[config.mk]
export PLATFORM = sky130hd
export DESIGN_NAME = rpak_div
export DESIGN_NICKNAME = d
export VERILOG_FILES = /design/src/rtl/rpak_pkg.sv /design/src/rtl/rpak_div.sv
export SDC_FILE = /design/constraint.sdc
export NUM_CORES = 1
export LEC_CHECK = 0
export BUFFER_PORTS_ARGS = -buffer_cell sky130_fd_sc_hd__clkbuf_2
export CAP_MARGIN = 20
export CORE_UTILIZATION = 40
export CTS_BUF_LIST = sky130_fd_sc_hd__clkbuf_4
export DETAILED_ROUTE_END_ITERATION = 16
export PLACE_DENSITY_LB_ADDON = 0.05
export SLEW_MARGIN = 5
export SYNTH_ARGS = -nofsm -noshare
export SYNTH_HDL_FRONTEND = slang
export SYNTH_SLANG_ARGS = --single-unit
[constraint.sdc]
create_clock -name i_clk -period 4.69 [get_ports i_clk]
set_clock_uncertainty 0.2 [all_clocks]
set_input_delay 0.2345 -clock i_clk [delete_from_list [all_inputs] [get_ports i_clk]]
set_output_delay 0.2345 -clock i_clk [all_outputs]
set_load 0.01 [all_outputs]
[src/rtl/rpak_pkg.sv]
// Shared types and constants for the ranked precision at k block.
// Used by every module of the block; no dependencies.
`timescale 1ns / 1ps
package rpak_pkg;

    localparam int MAX_ITEMS_DEF = 1024;
    localparam int NUM_CUTOFFS   = 4;
    localparam int SCORE_W       = 32;
    localparam int CUT_W         = 11;
    localparam int PREC_W        = 17;
    localparam int NUM_W         = CUT_W + 16;
    localparam int DCNT_W        = $clog2(NUM_W);
    localparam int CIDX_W        = 2;

    localparam logic [CIDX_W-1:0] REG_CUT_ONE   = 2'd0;
    localparam logic [CIDX_W-1:0] REG_CUT_TWO   = 2'd1;
    localparam logic [CIDX_W-1:0] REG_CUT_THREE = 2'd2;
    localparam logic [CIDX_W-1:0] REG_CUT_FOUR  = 2'd3;

    typedef struct packed {
        logic signed [SCORE_W-1:0] item_score;
        logic                      is_relevant;
        logic                      last_item;
    } t_in_item;

    typedef struct packed {
        logic [PREC_W-1:0] precision_one;
        logic [PREC_W-1:0] precision_two;
        logic [PREC_W-1:0] precision_three;
        logic [PREC_W-1:0] precision_four;
        logic [CUT_W-1:0]  items_in_topic;
        logic [CUT_W-1:0]  relevant_in_topic;
        logic              overflowed;
    } t_out_item;

    typedef struct packed {
        logic                      vld;
        logic signed [SCORE_W-1:0] score;
        logic                      rel;
    } t_entry;

endpackage

[src/rtl/rpak_div.sv]
// Restoring divider, one quotient bit per cycle.
// Depends on rpak_pkg.
`timescale 1ns / 1ps
module rpak_div import rpak_pkg::*; (
    input  logic              i_clk,
    input  logic              i_rst_n,
    input  logic              i_start,
    input  logic [NUM_W-1:0]  i_num,
    input  logic [CUT_W-1:0]  i_den,
    output logic              o_done,
    output logic [PREC_W-1:0] o_quo
);
    logic [CUT_W-1:0]  r_rem;
    logic [NUM_W-1:0]  r_num;
    logic [NUM_W-1:0]  r_quo;
    logic [CUT_W-1:0]  r_den;
    logic [DCNT_W-1:0] r_cnt;
    logic              r_busy;
    logic              r_done;
    logic [CUT_W:0]    w_trial;
    logic              w_ge;

    assign w_trial = {r_rem, r_num[NUM_W-1]};
    assign w_ge    = w_trial >= {1'b0, r_den};
    assign o_done  = r_done;
    assign o_quo   = r_quo[PREC_W-1:0];

    always_ff @(posedge i_clk) begin
        if (!i_rst_n) begin
            r_busy <= 1'b0;
            r_done <= 1'b0;
            r_cnt  <= '0;
        end else begin
            r_done <= !i_start && r_busy && (r_cnt == DCNT_W'(NUM_W - 1));
            if (i_start) begin
                r_busy <= 1'b1;
                r_cnt  <= '0;
            end else if (r_busy) begin
                r_cnt <= r_cnt + 1'b1;
                if (r_cnt == DCNT_W'(NUM_W - 1)) begin
                    r_busy <= 1'b0;
                end
            end
        end
    end

    always_ff @(posedge i_clk) begin
        if (i_start) begin
            r_rem <= '0;
            r_num <= i_num;
            r_den <= i_den;
            r_quo <= '0;
        end else if (r_busy) begin
            r_rem <= w_ge ? CUT_W'(w_trial - {1'b0, r_den}) : w_trial[CUT_W-1:0];
            r_num <= {r_num[NUM_W-2:0], 1'b0};
            r_quo <= {r_quo[NUM_W-2:0], w_ge};
        end
    end
endmodule

==> results of run 1 <==
-- cell usage in the layout (no fill, tap or decap), types with 3 or more instances in the layout --
| cell type | instances |
|---|---|
| clkbuf_2 | 58 |
| dlygate4sd3_1 | 39 |
| edfxtp_1 | 38 |
| dfxtp_1 | 35 |
| nor2_1 | 34 |
| mux2_2 | 26 |
| mux2i_1 | 20 |
| inv_1 | 17 |
| nand2_1 | 17 |
| o21ai_0 | 15 |
| ha_1 | 13 |
| clkbuf_4 | 10 |
| a21oi_1 | 9 |
| nand2b_1 | 7 |
| xnor2_1 | 5 |
| o221ai_1 | 4 |
| xor2_1 | 4 |
| clkinv_2 | 3 |
| buf_4 | 3 |
-- repair_timing --
item | 4_1_cts | 5_1_grt
hold buffers | 39 | 0
buffers inserted | 0 | 0
endpoints found under the hold margin | 45 | 0
-- critical path, cell delays in order (launching register included) --
cell and delay (ps):
edfxtp_1 380, ha_1 220, fa_1 410, nand2b_1 180
a21oi_1 220, o2111a_1 250, a211o_2 270, mux2_1 360
a211oi_2 200
-- registers in the layout, summed over array words and instances (netlist names) --
name,count
r_quo,17
r_den,11
r_busy,1
r_num,27
r_rem,11
r_cnt,5
o_done,1
-- cell type report --
cell class              count  share of cell area [%]
flip-flops and latches     73                    43.2
inverters                  17                    1.50
multi-input cells         187                    32.7
clock inverters             6                    1.35
repair buffers            100                    16.5
well taps                 102                    2.99
clock buffers              10                    1.76
-- cells in the mapped netlist, drive strengths merged (2+ instances only) --
library cell | count | area share, %
edfxtp | 38 | 34
dfxtp | 35 | 21
nor2 | 34 | 3.8
mux2 | 27 | 9.1
mux2i | 20 | 6.0
inv | 17 | 1.9
nand2 | 17 | 1.9
o21ai | 15 | 2.2
ha | 13 | 4.9
a21oi | 9 | 1.3
clkbuf | 7 | 0.79
nand2b | 7 | 1.3
xnor2 | 5 | 1.3
o221ai | 4 | 1.0
xor2 | 4 | 1.0
buf | 3 | 0.60
a211o | 2 | 0.56
a211oi | 2 | 0.60
a21o | 2 | 0.45
nand3 | 2 | 0.30
nand4 | 2 | 0.37
nand4b | 2 | 0.52
nor2b | 2 | 0.37
or3 | 2 | 0.37
-- routing by layer --
metal | wire length (um) | part of all wire (%) | up-vias | global-route usage [%]
met5 | 0 | 0 | - | 0
met4 | 73 | 1.1 | 0 | 5.77
met3 | 356 | 5.6 | 5 | 5.61
met2 | 2860 | 45 | 48 | 25.1
met1 | 3090 | 48 | 1100 | 20.9
li1 | - | - | 1228 | -
-- power by group --
part,leakage (nW),internal [mW],switching (mW),total (mW)
sequential,0.662,0.714,0.0101,0.724
combinational,1.06,0.0845,0.0742,0.159
clock,0.0808,0.167,0.223,0.390
total,1.80,0.965,0.307,1.27
-- kinds of logic (layout without fill, tap and decap cells) --
family | after synthesis | in the layout | share of synthesized area, %
AND/OR/NAND/NOR | 74 | 74 | 10.2
flip-flops | 73 | 73 | 55.0
multiplexers | 47 | 47 | 15.1
AO/OA/AOI/OAI | 43 | 43 | 8.56
buffers and inverters | 27 | 133 | 3.29
adder cells (fa/ha/maj) | 14 | 14 | 5.46
XOR/XNOR | 9 | 9 | 2.35
-- per-stage QoR --
step | cell area, um^2 | utilization [%] | power, mW | hold WS [ps]
6_report | 4260 | 53.8 | 1.27 | 101
5_1_grt | 4260 | 53.8 | 1.34 | 106
4_1_cts | 4260 | 53.8 | 1.29 | 78.9
3_5_place_dp | 3740 | 47.2 | 0.873 | 213
3_3_place_gp | 3740 | 47.2 | 0.872 | 213
2_1_floorplan | 3350 | - | 0.829 | 133
-- final timing paths --
check | depth (start not counted) | endpoint | slack [ps]
worst min-delay path | 5 | r_quo[0]$_SDFFE_PP0P_ | 100
worst max-delay path | 8 | r_rem[0]$_SDFFE_PP0P_ | 1920
worst max register to register | 8 | r_rem[0]$_SDFFE_PP0P_ | 1920
worst min register to register | 2 | r_quo[0]$_SDFFE_PP0P_ | 290
==> results.ini, run 1 <==
[routing]
dr.pass1.iters = 4
wl_per_cell_um = 12.9
vias = 2381
drcViolationCount = 0
ant_nets = 0
wl_um = 6380
avgViaCountPerCell = 4.81
drt_iter0_drc = 89

[clock_network]
ctsResizeCount = 0
clk_pin_slew_worst_paths_ps = 110
ctsHtreeMaxLevel = 3
cts_root_buffer = clkbuf_4
clockBufferDepth = 2
clock-sinks = 73
worstSkewPairLatency_ps = 410
cts_tree = yes
cts_inserted_buffers = 9

[timing]
slew_headroom_pct = 32.0
fin_setup_tns_ps = 0
fmax_ghz = 0.362
maxSlewViolCount = 0
hold_viol = 0
setup_ws_ps = 1920
fin_crit_ps = 2770
rsz0062_at_grt = no
setup-violations-final = 0
finalCritPeriodShare_pct = 59.0
max_slew.worst_pin.slew_ps = 1020

[logic_synthesis]
synthArstFlopShare_pct = 0
synth_edf_count = 38
synth_seq_area_share_pct = 55.0
syn_inst = 287
avgSynthCellArea_um2 = 11.7
ys_seq_elements = 73
synth.distinct_cells = 45
yosys_most_used_dff = edfxtp_1
netlist_area_um2 = 3350
syn_nets = 342
yosysWarnings = 0

[die]
ioPinCount = 59
start_util_pct = 42.2
fp-row-count = 32
die_x_um = 93.5
dieArea_um2 = 8740
die_h_um = 93.5
core-area_um2 = 7930

[setup_path]
worstPathArrival_ps = 2890
reg2reg_from = r_den[0]$_DFFE_PP_
endpoint_kind = register
crit_required_ps = 4820
worst-setup-path-type = reg -> reg
crit_fanout = 13
critical_path.startpoint = r_den[0]$_DFFE_PP_
critPathLaunchType = register

[finish]
register_area_um2 = 1840
final.fill_count = 744
multi_input_area_um2 = 1400
area.growth.synth_to_final_pct = 27.4
nNetsFinal = 443
stdcell_count = 495
layout-drive-gt1-share_pct = 27.5
antenna_cells = 0

[placed_design]
pre_cts_ws_ps = 1970
place_congestion = 0.789
dp_hpwl_um = 4190
port_buffers = 58
dp_cells = 440

[global_route]
grt_max_degree = 64
grt_pass1_wl_um = 10800
grt.total_usage_pct = 16.2
gr-total-overflow = 0
antenna_found_initial = 0
grt_pass1_vias = 2320

[power_and_ir_drop]
power_density_nw_per_um2 = 298
ir_drop_uv = 169
leakage_nw = 1.80

[job]
drv_cap = 0

[hold_path]
hold_path_class = in -> reg
hp-start = i_start

[status]
outcome = finished clean

No activity file was read; power rests on OpenSTA's default activity.
==> run 2, diff against run 1 <==
==> constraint.sdc (replaced) <==
create_clock -name i_clk -period 2.82 [get_ports i_clk]
set_clock_uncertainty 0.2 [all_clocks]
set_input_delay 0.141 -clock i_clk [delete_from_list [all_inputs] [get_ports i_clk]]
set_output_delay 0.141 -clock i_clk [all_outputs]
set_load 0.01 [all_outputs]
==> results.ini, run 2 (synthesized netlist as in run 1, its figures left out) <==
[routing]
dr.pass1.iters = 4  ; unchanged
drt_iter0_drc = 91  ; +2.2%
wl_um = 6480  ; +1.5%
avgViaCountPerCell = 4.84  ; +0.61%
drcViolationCount = 0  ; unchanged
vias = 2410  ; +1.2%
ant_nets = 0  ; unchanged
wl_per_cell_um = 13.0  ; +0.86%

[timing]
slew_headroom_pct = 55.9  ; +24 points
setup-violations-final = 0  ; unchanged
finalCritPeriodShare_pct = 94.2  ; +35 points
fin_crit_ps = 2660  ; -110 ps
fmax_ghz = 0.377  ; +4.2%
rsz0062_at_grt = no
hold_viol = 0  ; unchanged
maxSlewViolCount = 0  ; unchanged
fin_setup_tns_ps = 0  ; unchanged
max_slew.worst_pin.slew_ps = 659  ; -360 ps

[setup_path]
reg2reg_depth = 9  ; +1
crit_fanout = 13  ; unchanged
reg2reg_slack_ps = 160  ; -1760 ps
critPathLaunchType = register
rr_endpoint = r_rem[0]$_SDFFE_PP0P_
worst-setup-path-type = reg -> reg
crit_required_ps = 2950  ; -1870 ps
critical_path.startpoint = r_num[26]$_DFFE_PP_
worstPathArrival_ps = 2790  ; -100 ps
reg2reg_from = r_num[26]$_DFFE_PP_
endpoint_kind = register

[clock_network]
cts_setup_buffers = 0  ; unchanged
ctsHtreeMaxLevel = 3  ; unchanged
clock-sinks = 73  ; unchanged
worstSkewPairLatency_ps = 410  ; about the same
cts_root_buffer = clkbuf_4
cts_inserted_buffers = 9  ; unchanged
clk_pin_slew_worst_paths_ps = 110  ; about the same
clockBufferDepth = 2  ; unchanged
cts_tree = yes

[power_and_ir_drop]
ir_drop_uv = 271  ; +61%
total_power_mw = 2.10  ; +65%
leakage_nw = 1.81  ; +0.20%
power_density_nw_per_um2 = 489  ; +64%

[job]
drv_cap = 0  ; unchanged

[die]
ioPinCount = 59  ; unchanged
die_h_um = 93.5  ; unchanged
core-area_um2 = 7930  ; unchanged
fp-row-count = 32  ; unchanged
dieArea_um2 = 8740  ; unchanged
start_util_pct = 42.2  ; unchanged
die_x_um = 93.5  ; unchanged

[placed_design]
dp_hpwl_um = 4430  ; +5.7%
port_buffers = 58  ; unchanged
place_congestion = 0.757  ; -4.0%

[global_route]
grt.total_usage_pct = 16.4  ; +0.24 points
grt_pass1_vias = 2298  ; -0.95%
grt_pass1_wl_um = 10900  ; +0.45%
gr-total-overflow = 0  ; unchanged
antenna_found_initial = 0  ; unchanged
grt_max_degree = 38  ; -41%

[hold_path]
hp-start = i_den[8]
hold_path_class = in -> reg
holdPathEnd = r_den[8]$_DFFE_PP_
min_path_cells = 2  ; -3

[finish]
reg_top3 = r_num (27), r_quo (17)
largest-register = r_num
layout-drive-gt1-share_pct = 27.8  ; +0.30 points
area.growth.synth_to_final_pct = 28.5
nNetsFinal = 446  ; +0.68%
antenna_cells = 0  ; unchanged
final.fill_count = 733  ; -1.5%
largest_reg_flops = 27  ; unchanged
mostFrequentLayoutCells = clkbuf_2, dlygate4sd3_1, edfxtp_1, dfxtp_1, nor2_1
layout_commonest_cell = clkbuf_2

[status]
outcome = finished clean

run 2: final cells by class:
type | instances | area [um^2] | share of cell area [%]
Tap cell | 102 | 128 | 2.97
Inverter | 17 | 63.8 | 1.48
Clock buffer | 10 | 75.1 | 1.75
Timing Repair Buffer | 103 | 728 | 16.9
Multi-Input combinational cell | 187 | 1410 | 32.7
Sequential cell | 73 | 1840 | 42.8
Clock inverter | 6 | 58.8 | 1.37
run 2: what timing repair did:
item                                   CTS  global route
hold buffers                            40             0
setup endpoints to repair                0             2
gates resized for setup                  0             2
endpoints found under the hold margin   49             0
run 2: worst max-delay path by stage:
stage	end	slack, ps	cells past startpoint
floorplan	r_rem[0]$_SDFFE_PP0P_	390	8
CTS	r_rem[0]$_SDFFE_PP0P_	60	9
global placement	r_rem[0]$_SDFFE_PP0P_	120	9
global route	r_rem[0]$_SDFFE_PP0P_	20	9
detailed placement	r_rem[0]$_SDFFE_PP0P_	100	9
finish	r_rem[0]$_SDFFE_PP0P_	160	9
run 2: stage by stage:
stage / hold slack, ps / worst slack (ps) / std cells / util [%] / instance area [um^2]
after floorplan: 39.9 / 389 / 287 / - / 3350
after global placement: 119 / 124 / 442 / 47.4 / 3760
after detailed placement: 120 / 98.8 / 442 / 47.4 / 3760
after CTS: 213 / 57.2 / 498 / 54.1 / 4290
after global routing: 223 / 24.0 / 498 / 54.3 / 4300
final: 240 / 164 / 498 / 54.3 / 4300
run 2: where the power goes:
group / leakage [nW] / total (mW) / switching (mW) / internal (mW)
logic: 1.07 / 0.268 / 0.124 / 0.144
clock network: 0.0698 / 0.630 / 0.355 / 0.274
registers: 0.662 / 1.20 / 0.0181 / 1.19
total: 1.81 / 2.10 / 0.498 / 1.60
run 2: layer usage:
| layer | global-route usage [%] | vias up | share of wire, % |
|---|---|---|---|
| met5 | 0 | - | 0 |
| met4 | 8.85 | 0 | 2.3 |
| met3 | 4.55 | 13 | 5.4 |
| met2 | 24.3 | 54 | 45 |
| met1 | 21.8 | 1106 | 47 |
| li1 | - | 1237 | - |
run 2: critical path: stages, from the launching register on:
cell      delay (ps)
edfxtp_1         330
inv_1             50
ha_1             220
fa_1             410
nand2b_1         190
a21oi_2          170
o2111a_1         250
a211o_4          200
mux2_1           350
a211oi_2         200
==> run 3, diff against run 2 <==
--- a/config.mk
+++ b/config.mk
@@ -7,8 +7,9 @@
 export LEC_CHECK = 0
 export BUFFER_PORTS_ARGS = -buffer_cell sky130_fd_sc_hd__clkbuf_2
 export CAP_MARGIN = 20
+export CORE_ASPECT_RATIO = 0.75
 export CORE_UTILIZATION = 40
-export CTS_BUF_LIST = sky130_fd_sc_hd__clkbuf_4
+export CTS_BUF_LIST = sky130_fd_sc_hd__clkbuf_16
 export DETAILED_ROUTE_END_ITERATION = 16
 export PLACE_DENSITY_LB_ADDON = 0.05
 export SLEW_MARGIN = 5
==> results.ini, run 3 (synthesized netlist as in run 1, its figures left out) <==
[routing]
vias = 2361  ; -2.0%
wl_per_cell_um = 13.3  ; +2.3%
drcViolationCount = 0  ; unchanged
dr.pass1.iters = 4  ; unchanged
drt_iter0_drc = 88  ; -3.3%
ant_nets = 0  ; unchanged
avgViaCountPerCell = 4.70  ; -2.8%
wl_um = 6680  ; +3.1%

[job]
drv_cap = 0  ; unchanged

[timing]
maxSlewViolCount = 0  ; unchanged
setup-violations-final = 0  ; unchanged
fmax_ghz = 0.380  ; +0.81%
hold_slack_ps = 30.8  ; -209 ps
fin_crit_ps = 2630  ; -21.2 ps
max_slew.worst_pin.slew_ps = 556  ; -103 ps
fin_setup_tns_ps = 0  ; unchanged
slew_headroom_pct = 62.9  ; +7.0 points
rsz0062_at_grt = no
finalCritPeriodShare_pct = 93.4  ; -0.75 points
hold_viol = 0  ; unchanged

[clock_network]
cts_setup_buffers = 0  ; unchanged
cts_root_buffer = clkbuf_16
worstSkewPairLatency_ps = 330  ; -80 ps
clock-sinks = 73  ; unchanged
cts_inserted_buffers = 9  ; unchanged
clockBufferDepth = 2  ; unchanged
cts_tree = yes
ctsHtreeMaxLevel = 3  ; unchanged
clk_pin_slew_worst_paths_ps = 60  ; -50 ps

[finish]
antenna_cells = 0  ; unchanged
layout-drive-gt1-share_pct = 28.0  ; +0.18 points
layout_commonest_cell = clkbuf_2
final.fill_count = 712  ; -2.9%
largest_reg_flops = 27  ; unchanged
area.growth.synth_to_final_pct = 33.9
mostFrequentLayoutCells = clkbuf_2, dlygate4sd3_1, edfxtp_1, dfxtp_1, nor2_1
post-route-util_pct = 56.1  ; +1.8 points
stdcell_count = 502  ; +0.80%
largest-register = r_num
nNetsFinal = 447  ; +0.22%
reg_top3 = r_num (27), r_quo (17)

[placed_design]
dp_hpwl_um = 4570  ; +3.1%
place_congestion = 0.862  ; +14%
dp_cells = 446  ; +0.90%
port_buffers = 58  ; unchanged

[setup_path]
crit_fanout = 10  ; -3
worst-setup-path-type = reg -> reg
endpoint_kind = register
critPathLaunchType = register
crit_required_ps = 2860  ; -90 ps
worstPathArrival_ps = 2680  ; -110 ps

[die]
ioPinCount = 59  ; unchanged
core-area_um2 = 7990  ; +0.76%
die_x_um = 108  ; +15%
dieArea_um2 = 8740  ; about the same
die_h_um = 81.2  ; -13%
start_util_pct = 41.9  ; -0.32 points
fp-row-count = 28  ; -13%

[power_and_ir_drop]
ir_drop_uv = 315  ; +16%
power_density_nw_per_um2 = 583  ; +19%
leakage_nw = 1.90  ; +5.2%

[global_route]
grt_max_degree = 40  ; +5.3%
antenna_found_initial = 0  ; unchanged
gr-total-overflow = 0  ; unchanged
grt_pass1_wl_um = 10700  ; -1.5%
grt_pass1_vias = 2165  ; -5.8%
grt.total_usage_pct = 16.6  ; +0.15 points

[status]
outcome = finished clean

[hold_path]
hold_path_class = in -> reg

[run 3: changes by cell type in the layout (fill, tap and decap cells not counted), sizes merged]
cell	previous run	this run
clkbuf	68	69
inv	17	20
clkinv	3	2
bufinv	1	0
clkinvlp	2	0
buf	5	6
[run 3: final timing paths]
| kind | to | cells after the start | slack, ps | from |
|---|---|---|---|---|
| setup / recovery | r_rem[7]$_SDFFE_PP0P_ | 10 | 190 | r_num[26]$_DFFE_PP_ |
| hold / removal | r_num[26]$_DFFE_PP_ | 3 | 30 | i_start |
| setup reg to reg | r_rem[7]$_SDFFE_PP0P_ | 10 | 190 | r_num[26]$_DFFE_PP_ |
| hold reg to reg | r_rem[2]$_SDFFE_PP0P_ | 2 | 290 | r_rem[2]$_SDFFE_PP0P_ |
[run 3: power breakdown]
group | switching, mW | total (mW) | internal (mW)
Combinational | 0.125 | 0.269 | 0.144
Sequential | 0.0189 | 1.21 | 1.19
Clock | 0.432 | 1.13 | 0.703
Total | 0.576 | 2.61 | 2.04
[run 3: cell type report]
cell class | instances | area, um^2 | area share [%]
Clock inverter | 5 | 33.8 | 0.754
Multi-Input combinational cell | 187 | 1400 | 31.2
Inverter | 17 | 63.8 | 1.42
Timing Repair Buffer | 104 | 736 | 16.4
Clock buffer | 11 | 275 | 6.14
Sequential cell | 73 | 1840 | 41.1
Tap cell | 105 | 131 | 2.93
[run 3: what timing repair did]
| action | in CTS | in global routing |
|---|---|---|
| endpoints found under the hold margin | 45 | 0 |
| setup endpoints to repair | 0 | 2 |
| hold buffers | 40 | 0 |
| resized for setup | 0 | 1 |
[run 3: metal layers]
metal	routed length (um)	global-route usage (%)
met4	63	6.85
met5	0	0
met3	365	4.90
met1	3580	24.1
met2	2670	22.6
[run 3: worst max-delay path: stages, from the launching register on]
cell,delay (ps)
edfxtp_1,330
inv_1,60
ha_1,220
fa_1,420
nand2b_1,200
a21oi_2,180
o2111a_1,230
a211o_2,130
buf_4,190
nand2_1,140
o221ai_1,250
[run 3: stage by stage]
| stage | instance area (um^2) | total power [mW] | setup WS (ps) |
|---|---|---|---|
| 2_1_floorplan | 3350 | 1.38 | 389 |
| 3_3_place_gp | 3770 | 1.45 | 280 |
| 3_5_place_dp | 3770 | 1.46 | 201 |
| 4_1_cts | 4480 | 2.65 | 150 |
| 5_1_grt | 4480 | 2.73 | 38.7 |
| 6_report | 4480 | 2.61 | 186 |
