--- src/rtl/rpak_pkg.sv ---
// Shared types and constants for the ranked precision at k block.
// Used by every module of the block; no dependencies.
`timescale 1ns / 1ps
package rpak_pkg;

    localparam int MAX_ITEMS_DEF = 1024;
    localparam int NUM_CUTOFFS   = 4;
    localparam int SCORE_W       = 32;
    localparam int CUT_W         = 11;
    localparam int PREC_W        = 17;
    localparam int NUM_W         = CUT_W + 16;
    localparam int DCNT_W        = $clog2(NUM_W);
    localparam int CIDX_W        = 2;

    localparam logic [CIDX_W-1:0] REG_CUT_ONE   = 2'd0;
    localparam logic [CIDX_W-1:0] REG_CUT_TWO   = 2'd1;
    localparam logic [CIDX_W-1:0] REG_CUT_THREE = 2'd2;
    localparam logic [CIDX_W-1:0] REG_CUT_FOUR  = 2'd3;

    typedef struct packed {
        logic signed [SCORE_W-1:0] item_score;
        logic                      is_relevant;
        logic                      last_item;
    } t_in_item;

    typedef struct packed {
        logic [PREC_W-1:0] precision_one;
        logic [PREC_W-1:0] precision_two;
        logic [PREC_W-1:0] precision_three;
        logic [PREC_W-1:0] precision_four;
        logic [CUT_W-1:0]  items_in_topic;
        logic [CUT_W-1:0]  relevant_in_topic;
        logic              overflowed;
    } t_out_item;

    typedef struct packed {
        logic                      vld;
        logic signed [SCORE_W-1:0] score;
        logic                      rel;
    } t_entry;

endpackage

--- src/rtl/rpak_cell.sv ---
// One cell of the sorting chain: holds one ranked entry.
// Depends on rpak_pkg.
`timescale 1ns / 1ps
module rpak_cell import rpak_pkg::*; (
    input  logic   i_clk,
    input  logic   i_rst_n,
    input  logic   i_ins,
    input  logic   i_drain,
    input  t_entry i_new,
    input  t_entry i_prev,
    input  logic   i_prev_keep,
    input  t_entry i_next,
    output t_entry o_ent,
    output logic   o_keep
);
    logic                      r_vld;
    logic signed [SCORE_W-1:0] r_score;
    logic                      r_rel;

    assign o_keep = r_vld && (r_score >= i_new.score);
    assign o_ent  = '{vld: r_vld, score: r_score, rel: r_rel};

    always_ff @(posedge i_clk) begin
        if (!i_rst_n) begin
            r_vld <= 1'b0;
        end else if (i_ins && !o_keep) begin
            r_vld <= i_prev_keep ? i_new.vld : i_prev.vld;
        end else if (i_drain) begin
            r_vld <= i_next.vld;
        end
    end

    always_ff @(posedge i_clk) begin
        if (i_ins && !o_keep) begin
            r_score <= i_prev_keep ? i_new.score : i_prev.score;
            r_rel   <= i_prev_keep ? i_new.rel : i_prev.rel;
        end else if (i_drain) begin
            r_score <= i_next.score;
            r_rel   <= i_next.rel;
        end
    end
endmodule

--- config.mk ---
export PLATFORM = sky130hd
export DESIGN_NAME = rpak_cell
export DESIGN_NICKNAME = d
export VERILOG_FILES = /design/src/rtl/rpak_pkg.sv /design/src/rtl/rpak_cell.sv
export SDC_FILE = /design/constraint.sdc
export NUM_CORES = 1
export LEC_CHECK = 0
export BUFFER_PORTS_ARGS = -buffer_cell sky130_fd_sc_hd__buf_2
export CELL_PAD_IN_SITES_DETAIL_PLACEMENT = 0
export CELL_PAD_IN_SITES_GLOBAL_PLACEMENT = 2
export CORE_ASPECT_RATIO = 1.2
export CORE_MARGIN = 8
export CORE_UTILIZATION = 24
export DETAILED_ROUTE_END_ITERATION = 6
export PLACE_DENSITY_LB_ADDON = 0.2
export SYNTH_ARGS = -nofsm -noshare
export SYNTH_HDL_FRONTEND = slang
export SYNTH_SLANG_ARGS = --single-unit
--- constraint.sdc ---
create_clock -name i_clk -period 8.55 [get_ports i_clk]
set_clock_uncertainty 0.2 [all_clocks]
set_input_delay 2.1375 -clock i_clk [delete_from_list [all_inputs] [get_ports i_clk]]
set_output_delay 2.1375 -clock i_clk [all_outputs]
set_load 0.005 [all_outputs]
==> flow_results.xml, run 1 <==
<?xml version="1.0" encoding="UTF-8"?>
<metrics>
  <group name="cts">
    <metric name="cts_tree" unit="">done</metric>
    <metric name="cts_htree_levels" unit="">2</metric>
    <metric name="numCtsBuffers" unit="">5</metric>
    <metric name="worstSkewPairLatency" unit="ns">0.28</metric>
    <metric name="cts-resized-gates" unit="">0</metric>
    <metric name="cts.sinks" unit="">34</metric>
    <metric name="cts_setup_buffers" unit="">0</metric>
    <metric name="clk_pin_slew_worst_paths" unit="ns">0.05</metric>
    <metric name="holdBufCountCts" unit="">0</metric>
    <metric name="clock-root-buffer" unit="">sky130_fd_sc_hd__clkbuf_16</metric>
    <metric name="clock_tree.buffer_depth" unit="">2</metric>
  </group>
  <group name="global_routing">
    <metric name="grt_pass1_wl" unit="mm">13.4</metric>
    <metric name="global_route.overflow_total" unit="">0</metric>
    <metric name="grt_antenna_before_repair" unit="">0</metric>
    <metric name="grt_max_degree" unit="">35</metric>
    <metric name="global_route.usage.total" unit="">0.109</metric>
    <metric name="grt_pass1_vias" unit="">2544</metric>
  </group>
  <group name="sta">
    <metric name="rsz0062_at_grt" unit="">no</metric>
    <metric name="timing.final.max_slew_violations" unit="">0</metric>
    <metric name="max-slew-margin-rel" unit="">0.373</metric>
    <metric name="post-route-min-period" unit="ns">6.26</metric>
    <metric name="fmax" unit="GHz">0.160</metric>
    <metric name="slew_at_the_pin_with_the_worst_max_slew_slack" unit="ns">0.941</metric>
    <metric name="final-hold-violation-count" unit="">0</metric>
    <metric name="setup_viol" unit="">0</metric>
    <metric name="timing.setup.tns" unit="ns">0</metric>
    <metric name="min_period_over_period" unit="">0.732</metric>
  </group>
  <group name="route">
    <metric name="drt_iter0_drc" unit="">35</metric>
    <metric name="detailed_route_drc_error_count" unit="">0</metric>
    <metric name="detail_route.wirelength" unit="mm">8.63</metric>
    <metric name="vias" unit="">2270</metric>
    <metric name="route.antenna.remaining_nets" unit="">0</metric>
    <metric name="detail_route.wl_per_cell" unit="um">16.1</metric>
    <metric name="drt_pre_antenna_iters" unit="">4</metric>
    <metric name="via_per_instance_ratio" unit="">4.23</metric>
  </group>
  <group name="synth">
    <metric name="yosys-top-cells-area" unit="">sky130_fd_sc_hd__edfxtp_1, sky130_fd_sc_hd__mux2_4, sky130_fd_sc_hd__mux2_2</metric>
    <metric name="synth_seq_area_share" unit="">0.346</metric>
    <metric name="synth_largest_area_cell" unit="">sky130_fd_sc_hd__edfxtp_1</metric>
    <metric name="post_synthesis_cell_area" unit="um2">2930</metric>
    <metric name="synth_cell_type_count" unit="">36</metric>
    <metric name="syn-mean-instance-area" unit="um2">12.4</metric>
    <metric name="yosysTopAreaCellShare" unit="">0.339</metric>
    <metric name="ys_warn_count" unit="">0</metric>
    <metric name="total_of_flip_flops_plus_latches_after_synthesis" unit="">34</metric>
    <metric name="synth_cells" unit="">235</metric>
    <metric name="synth.net_count" unit="">374</metric>
  </group>
  <group name="setup_path">
    <metric name="critPathRequiredTime" unit="ns">6.21</metric>
    <metric name="crit-reg2reg-launch" unit="">r_score[31]</metric>
    <metric name="arrival" unit="ns">3.92</metric>
    <metric name="cp-start-kind" unit="">input port</metric>
    <metric name="worst-path-max-fanout" unit="">4</metric>
    <metric name="worst-setup-path-type" unit="">in2out</metric>
    <metric name="crit_start" unit="">i_new[32]</metric>
    <metric name="setup.worst_path.end_class" unit="">primary output</metric>
  </group>
  <group name="power_and_ir_drop">
    <metric name="power_density_over_cell_area" unit="nW/um2">153</metric>
    <metric name="total_leakage_power" unit="nW">1.93</metric>
    <metric name="worst_ir_drop_vdd" unit="uV">82.5</metric>
    <metric name="report.power.total" unit="mW">0.594</metric>
  </group>
  <group name="floorplanning">
    <metric name="rows" unit="">44</metric>
    <metric name="dieArea" unit="um2">16000</metric>
    <metric name="die_height" unit="um">137</metric>
    <metric name="start_util" unit="">0.244</metric>
    <metric name="die_w" unit="um">117</metric>
    <metric name="core_region_area" unit="um2">12000</metric>
    <metric name="boundaryPins" unit="">142</metric>
  </group>
  <group name="placement">
    <metric name="dp.final_hpwl" unit="mm">6.94</metric>
    <metric name="placedCellCount" unit="">529</metric>
    <metric name="routabilityCongestion" unit="">0.685</metric>
    <metric name="buffer_ports.inserted" unit="">141</metric>
    <metric name="placedInstanceArea" unit="um2">3750</metric>
  </group>
  <group name="finish">
    <metric name="number_of_nets_in_the_layout" unit="">514</metric>
    <metric name="fillCellCount" unit="">1302</metric>
    <metric name="syn_to_final_growth" unit="%">33.0</metric>
    <metric name="final_core_util" unit="">0.324</metric>
    <metric name="n_antenna_cell" unit="">0</metric>
    <metric name="drive_above_1_share" unit="">0.604</metric>
    <metric name="finish.cell_count_without_fillers" unit="">537</metric>
    <metric name="post-route-cell-area" unit="um2">3890</metric>
  </group>
  <group name="worst_hold_path">
    <metric name="hp-start" unit="">r_vld</metric>
    <metric name="holdCritPathClass" unit="">reg2reg</metric>
  </group>
  <group name="job">
    <metric name="timing.max_cap.violations" unit="">0</metric>
  </group>
  <group name="run_status">
    <metric name="status" unit="">finished, final reports clean</metric>
  </group>
</metrics>
layer usage:
metal	global-route usage	vias up	part of all wire
li1	-	1148	-
met1	0.119	1033	0.40
met2	0.192	83	0.50
met3	0.0411	6	0.094
met4	0.0299	0	0.0098
met5	0	-	0
state kept, by name (all words and copies together) (netlist names):
signal   flops
r_rel        1
r_score     32
r_vld        1
final timing paths:
kind	slack [ns]	cells past startpoint	endpoint
hold reg to reg	0.59	3	r_vld
setup reg to reg	5.26	8	r_score[31]
setup / recovery	2.29	10	o_keep
hold / removal	0.59	3	r_vld
Yosys cell counts (all sizes together):
cell type,number
mux2,67
inv,35
edfxtp,33
ha,32
a21oi,14
nand4,8
nand2,7
o21ai,7
buf,5
clkbuf,4
nand3,3
nor4,3
nor3b,2
o211ai,2
a2111oi,1
a211oi,1
a21bo,1
a21boi,1
a221oi,1
dfxtp,1
mux2i,1
nand2b,1
nor2,1
nor2b,1
nor3,1
nor4b,1
o31a,1
cells by family (layout without fill, tap and decap cells):
logic type | count (synthesis) | after routing | synth area share
flip-flops | 34 | 34 | 0.346
AND/OR/NAND/NOR | 28 | 28 | 0.0749
buffers and inverters | 44 | 185 | 0.0757
adder cells (fa/ha/maj) | 32 | 32 | 0.137
multiplexers | 68 | 68 | 0.299
AO/OA/AOI/OAI | 29 | 29 | 0.0684
cells in the final DEF, fill, tap and decap left out, drive strengths merged:
cell	synthesis	final
a21oi	14	14
a221oi	1	1
clkinv	0	2
clkbuf	4	6
inv	35	35
nand2b	1	1
o21ai	7	7
buf	5	142
nor3b	2	2
o211ai	2	2
nor2	1	1
mux2	67	67
mux2i	1	1
a21boi	1	1
nand4	8	8
nor2b	1	1
dfxtp	1	1
nor3	1	1
a21bo	1	1
a211oi	1	1
ha	32	32
edfxtp	33	33
nand2	7	7
a2111oi	1	1
nor4b	1	1
nor4	3	3
nand3	3	3
o31a	1	1
critical path, cell delays in order:
cell                       delay, ns
sky130_fd_sc_hd__buf_2          0.09
sky130_fd_sc_hd__inv_1          0.04
sky130_fd_sc_hd__ha_1           0.36
sky130_fd_sc_hd__nand4_4        0.15
sky130_fd_sc_hd__nor3_1         0.07
sky130_fd_sc_hd__a211oi_2       0.20
sky130_fd_sc_hd__o21ai_1        0.17
sky130_fd_sc_hd__nor4_4         0.46
sky130_fd_sc_hd__nor2_1         0.09
sky130_fd_sc_hd__buf_2          0.14
stage by stage:
| step | setup slack [ns] | hold WS (ns) |
|---|---|---|
| 2_1_floorplan | 2.70 | 0.495 |
| 3_3_place_gp | 2.27 | 0.615 |
| 3_5_place_dp | 2.25 | 0.600 |
| 4_1_cts | 2.25 | 0.614 |
| 5_1_grt | 2.10 | 0.685 |
| 6_report | 2.29 | 0.591 |
area by class of cell:
| class | instances | area, um2 | area share |
|---|---|---|---|
| sequential | 34 | 1010 | 0.260 |
| clock inverter | 2 | 8.76 | 0.00225 |
| multi-input combinational | 157 | 1700 | 0.436 |
| inverter | 35 | 131 | 0.0338 |
| timing repair buffer | 142 | 713 | 0.183 |
| clock buffer | 6 | 129 | 0.0331 |
| tap | 161 | 201 | 0.0518 |
power breakdown:
group / leakage, nW / internal, mW / switching [mW]
clock: 0.0683 / 0.107 / 0.0732
combinational: 1.52 / 0.102 / 0.0891
sequential: 0.343 / 0.211 / 0.0117
total: 1.93 / 0.420 / 0.174
(Power assumes the default switching activity.)
==> run 2, diff against run 1 <==
Settings changed: ABC_AREA set to 1, CORE_UTILIZATION 24 to 22.
Clock period 8.55 ns to 5.2 ns, I/O delays scaled along.
==> run 2 against run 1 <==
Against the previous run:
- clock power grew 59%
- register-to-register slack worse by 3.1 ns
- global-route usage shrank 0.29 points
- first-iteration DRC count up 63%
- sequential power is 67% higher
- wire length is 0.68% lower
- critical path depth grew 3
- worst setup slack got worse by 1.4 ns
- core utilization down 2.7 points
- combinational power up 50%
- flip-flop and latch count unchanged
==> flow_results.xml, run 2 <==
<?xml version="1.0" encoding="UTF-8"?>
<metrics>
  <group name="floorplanning">
    <metric name="start_util" unit="">0.221</metric>
    <metric name="boundaryPins" unit="">142</metric>
    <metric name="die_height" unit="um">139</metric>
    <metric name="die_w" unit="um">118</metric>
    <metric name="dieArea" unit="um2">16400</metric>
    <metric name="rows" unit="">45</metric>
    <metric name="core_region_area" unit="um2">12400</metric>
  </group>
  <group name="setup_path">
    <metric name="worst-path-max-fanout" unit="">3</metric>
    <metric name="critPathRequiredTime" unit="ns">3.70</metric>
    <metric name="arrival" unit="ns">2.83</metric>
    <metric name="reg2reg_depth" unit="">13</metric>
    <metric name="setup.worst_path.end_class" unit="">primary output</metric>
    <metric name="r2r_slack" unit="ns">2.14</metric>
    <metric name="crit-reg2reg-launch" unit="">r_score[31]</metric>
    <metric name="regToRegEndpoint" unit="">r_score[13]</metric>
    <metric name="cp-start-kind" unit="">input port</metric>
    <metric name="worst-setup-path-type" unit="">in2out</metric>
  </group>
  <group name="sta">
    <metric name="post-route-min-period" unit="ns">4.33</metric>
    <metric name="timing.final.max_slew_violations" unit="">0</metric>
    <metric name="fmax" unit="GHz">0.231</metric>
    <metric name="slew_at_the_pin_with_the_worst_max_slew_slack" unit="ns">1.09</metric>
    <metric name="max-slew-margin-rel" unit="">0.271</metric>
    <metric name="timing.setup.tns" unit="ns">0</metric>
    <metric name="setup_viol" unit="">0</metric>
    <metric name="final-hold-violation-count" unit="">0</metric>
    <metric name="min_period_over_period" unit="">0.833</metric>
    <metric name="rsz0062_at_grt" unit="">no</metric>
  </group>
  <group name="finish">
    <metric name="most-common-layout-cells" unit="">sky130_fd_sc_hd__buf_2, sky130_fd_sc_hd__nand2_1, sky130_fd_sc_hd__o21ai_0, sky130_fd_sc_hd__inv_1, sky130_fd_sc_hd__edfxtp_1</metric>
    <metric name="largest_register" unit="">r_score</metric>
    <metric name="drive_above_1_share" unit="">0.373</metric>
    <metric name="most_common_library_cell_in_the_layout_ignoring_fill_and_taps" unit="">sky130_fd_sc_hd__buf_2</metric>
    <metric name="n_antenna_cell" unit="">0</metric>
    <metric name="number_of_nets_in_the_layout" unit="">612</metric>
    <metric name="syn_to_final_growth" unit="%">34.3</metric>
    <metric name="fillCellCount" unit="">1375</metric>
    <metric name="largest_registers_in_the_final_layout" unit="">r_score x32, r_rel x1, r_vld x1</metric>
    <metric name="largest_register_ffs" unit="">32</metric>
    <metric name="finish.cell_count_without_fillers" unit="">638</metric>
    <metric name="post-route-cell-area" unit="um2">3700</metric>
  </group>
  <group name="cts">
    <metric name="clock-root-buffer" unit="">sky130_fd_sc_hd__clkbuf_16</metric>
    <metric name="clk_pin_slew_worst_paths" unit="ns">0.05</metric>
    <metric name="worstSkewPairLatency" unit="ns">0.28</metric>
    <metric name="cts.sinks" unit="">34</metric>
    <metric name="holdBufCountCts" unit="">0</metric>
    <metric name="cts-resized-gates" unit="">0</metric>
    <metric name="numCtsBuffers" unit="">5</metric>
    <metric name="cts_setup_buffers" unit="">0</metric>
    <metric name="clock_tree.buffer_depth" unit="">2</metric>
    <metric name="cts_tree" unit="">done</metric>
    <metric name="cts_htree_levels" unit="">2</metric>
  </group>
  <group name="synth">
    <metric name="total_of_flip_flops_plus_latches_after_synthesis" unit="">34</metric>
    <metric name="synth_async_sr_flop_share" unit="">0</metric>
    <metric name="synth_seq_area_share" unit="">0.367</metric>
    <metric name="ys.flop_type" unit="">sky130_fd_sc_hd__edfxtp_1</metric>
    <metric name="ys_warn_count" unit="">0</metric>
    <metric name="yosysTopAreaCellShare" unit="">0.360</metric>
    <metric name="synth_cell_type_count" unit="">27</metric>
    <metric name="syn-mean-instance-area" unit="um2">8.12</metric>
    <metric name="synth_largest_area_cell" unit="">sky130_fd_sc_hd__edfxtp_1</metric>
    <metric name="post_synthesis_cell_area" unit="um2">2750</metric>
    <metric name="yosys-top-cells-area" unit="">sky130_fd_sc_hd__edfxtp_1, sky130_fd_sc_hd__ha_1, sky130_fd_sc_hd__nand2_1</metric>
    <metric name="synth_commonest_cells" unit="">sky130_fd_sc_hd__nand2_1, sky130_fd_sc_hd__o21ai_0, sky130_fd_sc_hd__inv_1</metric>
    <metric name="synth.net_count" unit="">478</metric>
    <metric name="number_of_enable_flip_flop_cells_after_synthesis" unit="">33</metric>
    <metric name="yosys.cell_count.top_type" unit="">sky130_fd_sc_hd__nand2_1</metric>
    <metric name="synth_cells" unit="">339</metric>
  </group>
  <group name="route">
    <metric name="detail_route.wl_per_cell" unit="um">13.4</metric>
    <metric name="detailed_route_drc_error_count" unit="">0</metric>
    <metric name="detail_route.wirelength" unit="mm">8.58</metric>
    <metric name="vias" unit="">2589</metric>
    <metric name="drt_pre_antenna_iters" unit="">4</metric>
    <metric name="route.antenna.remaining_nets" unit="">0</metric>
    <metric name="drt_iter0_drc" unit="">57</metric>
    <metric name="via_per_instance_ratio" unit="">4.06</metric>
  </group>
  <group name="power_and_ir_drop">
    <metric name="power_density_over_cell_area" unit="nW/um2">256</metric>
    <metric name="clockPowerShare" unit="">0.304</metric>
    <metric name="seqPwrFrac" unit="">0.393</metric>
    <metric name="total_leakage_power" unit="nW">1.94</metric>
    <metric name="pwr-share-comb" unit="">0.303</metric>
    <metric name="power.net_switching" unit="mW">0.289</metric>
    <metric name="cellInternalPower" unit="mW">0.656</metric>
    <metric name="swShare" unit="">0.306</metric>
    <metric name="report.power.total" unit="mW">0.945</metric>
    <metric name="worst_ir_drop_vdd" unit="uV">117</metric>
  </group>
  <group name="job">
    <metric name="timing.max_cap.violations" unit="">0</metric>
  </group>
  <group name="run_status">
    <metric name="status" unit="">finished, final reports clean</metric>
  </group>
  <group name="worst_hold_path">
    <metric name="holdPathEnd" unit="">r_vld</metric>
    <metric name="worst_hold_path.num_cells" unit="">2</metric>
    <metric name="hp-start" unit="">r_vld</metric>
    <metric name="holdCritPathClass" unit="">reg2reg</metric>
  </group>
  <group name="global_routing">
    <metric name="grt_antenna_before_repair" unit="">0</metric>
    <metric name="grt_pass1_vias" unit="">2861</metric>
    <metric name="grt_max_degree" unit="">66</metric>
    <metric name="grt_pass1_wl" unit="mm">14.1</metric>
    <metric name="global_route.overflow_total" unit="">0</metric>
    <metric name="global_route.usage.total" unit="">0.106</metric>
  </group>
  <group name="placement">
    <metric name="placedCellCount" unit="">630</metric>
    <metric name="placedInstanceArea" unit="um2">3560</metric>
    <metric name="buffer_ports.inserted" unit="">141</metric>
    <metric name="routabilityCongestion" unit="">0.697</metric>
    <metric name="dp.final_hpwl" unit="mm">6.86</metric>
  </group>
</metrics>
run 2: cell types whose count changed after synthesis, sizes merged, moves of 6 or more:
cell / delta
inv: +9
nand2: +102
nand4: -6
buf: +6
o21ai: +58
mux2: -65
nor2: +8
run 2: worst max-delay path by stage:
stage | startpoint | end | slack [ns] | cells after the start
floorplan | i_new[20] | r_rel | 1.20 | 13
global placement | i_new[32] | o_keep | 0.82 | 13
detailed placement | i_new[32] | o_keep | 0.83 | 13
CTS | i_new[32] | o_keep | 0.82 | 13
global route | i_new[32] | o_keep | 0.68 | 14
finish | i_new[20] | o_keep | 0.87 | 13
run 2: power by group through the flow:
| stage | registers, mW | logic [mW] | clock network (mW) |
|---|---|---|---|
| finish | 0.372 | 0.287 | 0.287 |
| global route | 0.377 | 0.336 | 0.311 |
| CTS | 0.373 | 0.297 | 0.300 |
| detailed placement | 0.378 | 0.296 | 0 |
| global placement | 0.377 | 0.298 | 0 |
| floorplan | 0.379 | 0.179 | 0 |
run 2: metal layers:
metal | track usage | part of all wire | vias up
li1 | - | - | 1394
met4 | 0.0324 | 0.012 | 0
met3 | 0.0326 | 0.061 | 5
met2 | 0.186 | 0.49 | 76
met1 | 0.120 | 0.43 | 1114
met5 | 0 | 0 | -
run 2: final cells by class:
class / instances / area, um2 / share of cell area
Multi-Input combinational cell: 245 / 1460 / 0.395
Sequential cell: 34 / 1010 / 0.273
Inverter: 44 / 165 / 0.0447
Timing Repair Buffer: 143 / 721 / 0.195
Tap cell: 164 / 205 / 0.0555
Clock buffer: 8 / 136 / 0.0369
run 2: cells by family (layout without fill, tap and decap cells):
logic type	Yosys count	in the layout	share of synthesized area
buffers and inverters	60	195	0.104
and+or+nand+nor	126	126	0.200
adders and majority gates	32	32	0.145
AOI/OAI and AO/OA	84	84	0.171
DFF	34	34	0.367
muxes	3	3	0.0118
run 2: worst max-delay path, cell delays in order:
cell                      delay (ns)
sky130_fd_sc_hd__buf_2          0.07
sky130_fd_sc_hd__inv_1          0.04
sky130_fd_sc_hd__ha_1           0.31
sky130_fd_sc_hd__a21o_1         0.19
sky130_fd_sc_hd__o21ai_1        0.14
sky130_fd_sc_hd__nand2_1        0.07
sky130_fd_sc_hd__a21oi_1        0.22
sky130_fd_sc_hd__nand2_1        0.09
sky130_fd_sc_hd__nand2_1        0.07
sky130_fd_sc_hd__nand3_2        0.08
sky130_fd_sc_hd__nand2_4        0.09
sky130_fd_sc_hd__inv_1          0.04
sky130_fd_sc_hd__buf_2          0.12
run 2: per-stage QoR:
stage,hold WS (ns),util,setup WS [ns]
after floorplan,0.303,-,1.20
after global placement,0.360,0.286,0.817
after detailed placement,0.382,0.286,0.828
after CTS,0.390,0.297,0.818
after global routing,0.397,0.297,0.684
final,0.369,0.297,0.866
